**config.mk**
```make
export PLATFORM = sky130hd
export DESIGN_NAME = ptd_sqrt
export DESIGN_NICKNAME = d
export VERILOG_FILES = /design/src/rtl/ptd_pkg.sv /design/src/rtl/ptd_sqrt.sv
export SDC_FILE = /design/constraint.sdc
export NUM_CORES = 2
export LEC_CHECK = 0
export BUFFER_PORTS_ARGS = -buffer_cell sky130_fd_sc_hd__buf_2
export CAP_MARGIN = 20
export CORE_ASPECT_RATIO = 0.8
export CORE_MARGIN = 3
export CORE_UTILIZATION = 25
export CTS_CLUSTER_SIZE = 28
export DETAILED_ROUTE_END_ITERATION = 10
export PLACE_DENSITY = 0.36
export SYNTH_ARGS = -nofsm -noshare
export SYNTH_HDL_FRONTEND = slang
export SYNTH_SLANG_ARGS = --single-unit
```
**constraint.sdc**
```tcl
create_clock -name clk -period 4.1 [get_ports clk]
set_clock_uncertainty 0.05 [all_clocks]
set_input_delay 0.615 -clock clk [delete_from_list [all_inputs] [get_ports clk]]
set_output_delay 0.615 -clock clk [all_outputs]
set_load 0.1 [all_outputs]
```
**src/rtl/ptd_pkg.sv**
```systemverilog
package ptd_pkg;

  // coordinate and register widths
  localparam int COORD_W   = 16;
  localparam int VTX_W     = 3 * COORD_W;
  localparam int CFG_IDX_W = 2;

  // difference vectors, dot products, wide determinants
  localparam int DIF_W  = COORD_W + 1;
  localparam int PRD_W  = 2 * DIF_W;
  localparam int DOT_W  = PRD_W + 1;
  localparam int WIDE_W = 2 * DOT_W + 2;

  // barycentric parameters
  localparam int PARAM_BITS = 24;
  localparam int GUARD_BITS = 8;
  localparam int PAR_W      = PARAM_BITS + 1;
  localparam logic [PAR_W-1:0] PAR_ONE = {1'b1, {PARAM_BITS{1'b0}}};

  // closest point and norm
  localparam int SCL_W  = PAR_W + DIF_W + 1;
  localparam int W_W    = SCL_W + 2;
  localparam int MAG_W  = W_W - (PARAM_BITS - GUARD_BITS);
  localparam int SQ_W   = 2 * MAG_W;
  localparam int SUM_W  = SQ_W + 2;
  localparam int ROOT_W = SUM_W / 2;
  localparam int DIST_W = ROOT_W + 1 - GUARD_BITS;
  localparam int OUT_W  = 17;
  localparam logic [OUT_W-1:0] OUT_MAX = {OUT_W{1'b1}};

  // pipeline depths
  localparam int FRONT_LAT = 6;
  localparam int DIV_LAT   = PARAM_BITS + 1;
  localparam int BACK_LAT  = 5;
  localparam int TAIL_LAT  = DIV_LAT + BACK_LAT + ROOT_W;
  localparam int TOTAL_LAT = FRONT_LAT + TAIL_LAT + 1;

  // configuration register indexes
  localparam logic [CFG_IDX_W-1:0] REG_VERTEX_FIRST  = 2'd0;
  localparam logic [CFG_IDX_W-1:0] REG_VERTEX_SECOND = 2'd1;
  localparam logic [CFG_IDX_W-1:0] REG_VERTEX_THIRD  = 2'd2;

  // parameter source codes
  localparam logic [1:0] SEL_ZERO = 2'd0;
  localparam logic [1:0] SEL_ONE  = 2'd1;
  localparam logic [1:0] SEL_QUO  = 2'd2;
  localparam logic [1:0] SEL_CMP  = 2'd3;

  typedef logic signed [DIF_W-1:0] ptd_dif_t;

  typedef struct packed {
    ptd_dif_t [2:0] d;
    ptd_dif_t [2:0] e0;
    ptd_dif_t [2:0] e1;
  } ptd_geom_t;

  typedef struct packed {
    logic [1:0] s;
    logic [1:0] t;
  } ptd_sel_t;

endpackage

```
**src/rtl/ptd_sqrt.sv**
```systemverilog
module ptd_sqrt (
  input  logic                            clk,
  input  logic [ptd_pkg::SUM_W-1:0]       rad,
  output logic [ptd_pkg::ROOT_W-1:0]      root
);
  import ptd_pkg::*;

  logic [SUM_W-1:0] n_r [ROOT_W-1];
  logic [SUM_W-1:0] res_r [ROOT_W];

  // one root bit per stage, from the top down
  for (genvar k = 0; k < ROOT_W; k++) begin : g_step
    localparam logic [SUM_W-1:0] BIT = SUM_W'(1) << (2 * (ROOT_W - 1 - k));
    logic [SUM_W-1:0] n_in, res_in, trial;
    logic             ge;

    if (k == 0) begin : g_first
      assign n_in   = rad;
      assign res_in = '0;
    end else begin : g_next
      assign n_in   = n_r[k-1];
      assign res_in = res_r[k-1];
    end

    assign trial = res_in + BIT;
    assign ge    = (n_in >= trial);

    always_ff @(posedge clk) begin
      res_r[k] <= ge ? ((res_in >> 1) + BIT) : (res_in >> 1);
    end

    if (k < ROOT_W - 1) begin : g_rem
      always_ff @(posedge clk) begin
        n_r[k] <= ge ? (n_in - trial) : n_in;
      end
    end
  end

  assign root = res_r[ROOT_W-1][ROOT_W-1:0];

endmodule

```
==> impl_results.md <==
* Flops & latches, synth at between 2,000 and 2,500
* Nets at between 9,000 and 10,000
* Die ar. at 342,000 um2
* Pre-antenna DRT Iters at 6
* Multi-input gate area at 36,900 um2
* WP data required at slightly below 5 ns
* Global-route wire length before repair at roughly 400,000 um
* Inserted Clock Buffers at roughly 230
* Residual DRC at 0
* Post-synth top cells: dfxtp_1, nand2_1, inv_1, ha_1, nor2_1
* Gr ovfl total at 0
* Min-delay src: n_r[0][674]
* Worst path arrival time at between 4 and 5 ns
* Initial antenna violation count at 28
* DRT Wirelength at between 200,000 and 300,000 um
* Mapped Cells at 8,430
* Reg area at around 44,000 um2
* Unique masters post-synth at 91
* Initial drt markers at 4,659
* Yosys Warn Count at 0
* Hold WC Path Type: register to register
* Synth Flop Type: dfxtp_1
* RSZ-0062 raised after global routing: no
* Fin crit share at 0.959
* Post-route cell area at approximately 100,000 um2
* Post-synth top area share at 0.526
* Leak at approximately 45 nW
* Vias in the first global route at slightly above 60,000
* H-tree depth at 4
* IO Count at between 90 and 100
* CP top delay family: simple AND/OR/NAND/NOR gates
* CTS sink cnt at roughly 2,200
* DR WL/cell at 19.6 um
* Root Driver: clkbuf_16
* Largest net degree at the start of global routing at 54
* Maxcap violations at 0
* Post-synth top area cell: dfxtp_1
* Rel. slew slack at 0.0895
* Peak VDD IR at between 0.4 and 0.5 mV
* Setup violators final at 0
* Vias at slightly above 60,000
* Synthesized area per cell at 9.95 um2
* Die Span X at about 650 um
* Overall Global Routing Usage at 0.151
* Top cells by area, synth: dfxtp_1, ha_1, xnor2_1, xor2_1, nand2_1
* Final min period at between 3 and 4 ns
* Final Wtd Congestion at ~0.88
* Worst Setup End Kind: register
* Synthesized area at between 80,000 and 90,000 um2
* Crit path buffers/inverters at 1
* Die height at approximately 520 um
* Fin util at 0.301
* ANT nets after route at 0
* Hold Violations, Final at 0
* EDFF count, synth at 0
* Mean number of vias per cell at around 4.6
* Initial Utilization at 0.252
* Critical Path Fanout Max at 6
* Worst reg2reg startpoint: res_r[1][665]
* CP peak stage delay at about 0.59 ns
* Layout cell share with drive strength beyond 1 at 0.0990
* Most frequent cell after synthesis: dfxtp_1
* PortBufs at 90
* Sequential area share after synthesis at 0.526
* Core Rows at between 150 and 200
* Worst-path clk slew at ~0.06 ns
* Status: finished, final reports clean
* Pwr Density at approximately 720 nW/um2
* Critical path type: register to register
* Slew Limit Fails at 0
* Core ar. at 333,000 um2
* Worst-path cell chain: inv_1 -> ha_1 -> o211ai_1 -> a211oi_1 -> or4_1 -> or4b_1 -> a211oi_1 -> o211ai_1 -> and3_1 -> nand4b_1 -> xnor2_1
* FMAX at ~250 MHz
* CTS tree: yes
* Syn nets at around 9,000
* DP HPWL at ~210,000 um
* Worst setup SP type: register
* Actual slew at the worst max-slew pin at between 1 and 1.5 ns
* Setup tns final at 0 ns
* Filler instances at between 30,000 and 40,000
* Maximum clock path buffer count at 4
* Async set-reset flop share out of synthesis at 0
* Synthesis-to-finish area growth at 19.5%
* CP max-delay cell: or4b_1
* Post-DP Area at ~91,000 um2
* Worst skew pair latency at between 0.9 and 1 ns
* CP startpoint: res_r[1][665]
flip-flops by register name, summed over array words and instances (netlist names):
name and count:
res_r 465, n_r 1740
power breakdown:
part           internal (mW)  leakage [nW]  total, mW  switching (mW)
Clock                   13.3          3.96       22.3            9.03
Combinational           7.70          22.2       17.9            10.2
Sequential              26.3          18.5       31.4            5.12
Total                   47.3          44.6       71.7            24.4
final cells by class:
cell class,instances,share of cell area
well taps,4393,0.0549
flip-flops and latches,2205,0.440
clock buffers,329,0.0673
clock inverters,92,0.0138
repair buffers,423,0.0319
inverters,609,0.0228
diodes,10,0.000250
multi-input cells,5439,0.369
cell families after synthesis:
kind of cell | Yosys count | share of synthesized area
buffers and inverters | 786 | 0.0355
xor gates and xnor gates | 765 | 0.0799
DFF | 2205 | 0.526
AOI/OAI and AO/OA | 1583 | 0.118
and+or+nand+nor | 2526 | 0.157
muxes | 72 | 0.00946
adders and majority gates | 493 | 0.0736
path summary, 6_finish.rpt:
kind / end / slack (ns) / cells after the start
hold / removal: n_r[0][734] / 0.25 / 0
hold reg to reg: n_r[0][734] / 0.25 / 0
setup / recovery: n_r[1][779] / 0.17 / 11
setup reg to reg: n_r[1][779] / 0.17 / 11
stage by stage:
| stage | total power, mW | std cells | hold WS, ns | setup WS [ns] |
|---|---|---|---|---|
| 2_1_floorplan | 41.7 | 8430 | 0.272 | 0.739 |
| 3_3_place_gp | 49.6 | 13000 | 0.282 | -0.0985 |
| 3_5_place_dp | 49.5 | 13000 | 0.285 | -0.0453 |
| 4_1_cts | 72.4 | 13500 | 0.178 | 0.0961 |
| 5_1_grt | 75.9 | 13500 | 0.223 | 0.000831 |
| 6_report | 71.7 | 13500 | 0.248 | 0.167 |
per-layer routing:
metal / vias to the layer above / track usage / wire, um
met4: 4 / 0.0294 / 4250
met1: 29400 / 0.255 / 151000
met5: - / 0 / 21
met3: 289 / 0.0304 / 17200
met2: 1507 / 0.188 / 91300
li1: 30500 / - / -
cell usage in the layout (no fill, tap or decap), types with 76 or more instances in the layout:
master / n
a21oi_1: 440
dfxtp_1: 2205
xnor2_1: 392
or3_1: 76
nand4_1: 128
o21ai_0: 436
nor4_1: 309
or4_1: 85
buf_2: 92
buf_4: 261
nand2_1: 631
clkbuf_16: 237
xor2_1: 373
nor2_1: 465
ha_1: 489
nand2b_1: 100
nor3_1: 224
nand3_1: 133
a21o_1: 201
inv_1: 605
o21a_1: 103
worst register-to-register path: stages, from the launching register on:
cell	delay, ns
dfxtp_1	0.40
inv_1	0.07
ha_1	0.39
o211ai_1	0.16
a211oi_1	0.31
or4_1	0.34
or4b_1	0.59
a211oi_1	0.59
o211ai_1	0.31
and3_1	0.34
nand4b_1	0.16
xnor2_1	0.12
repair_timing:
item / CTS / global route
resized for setup: 3 / 22
pin swaps: 1 / 1
hold buffers: 61 / 0
setup endpoints to repair: 5 / 47
setup buffers: 2 / 0
endpoints found under the hold margin: 61 / 0
Power figures use the tool's default switching activity.
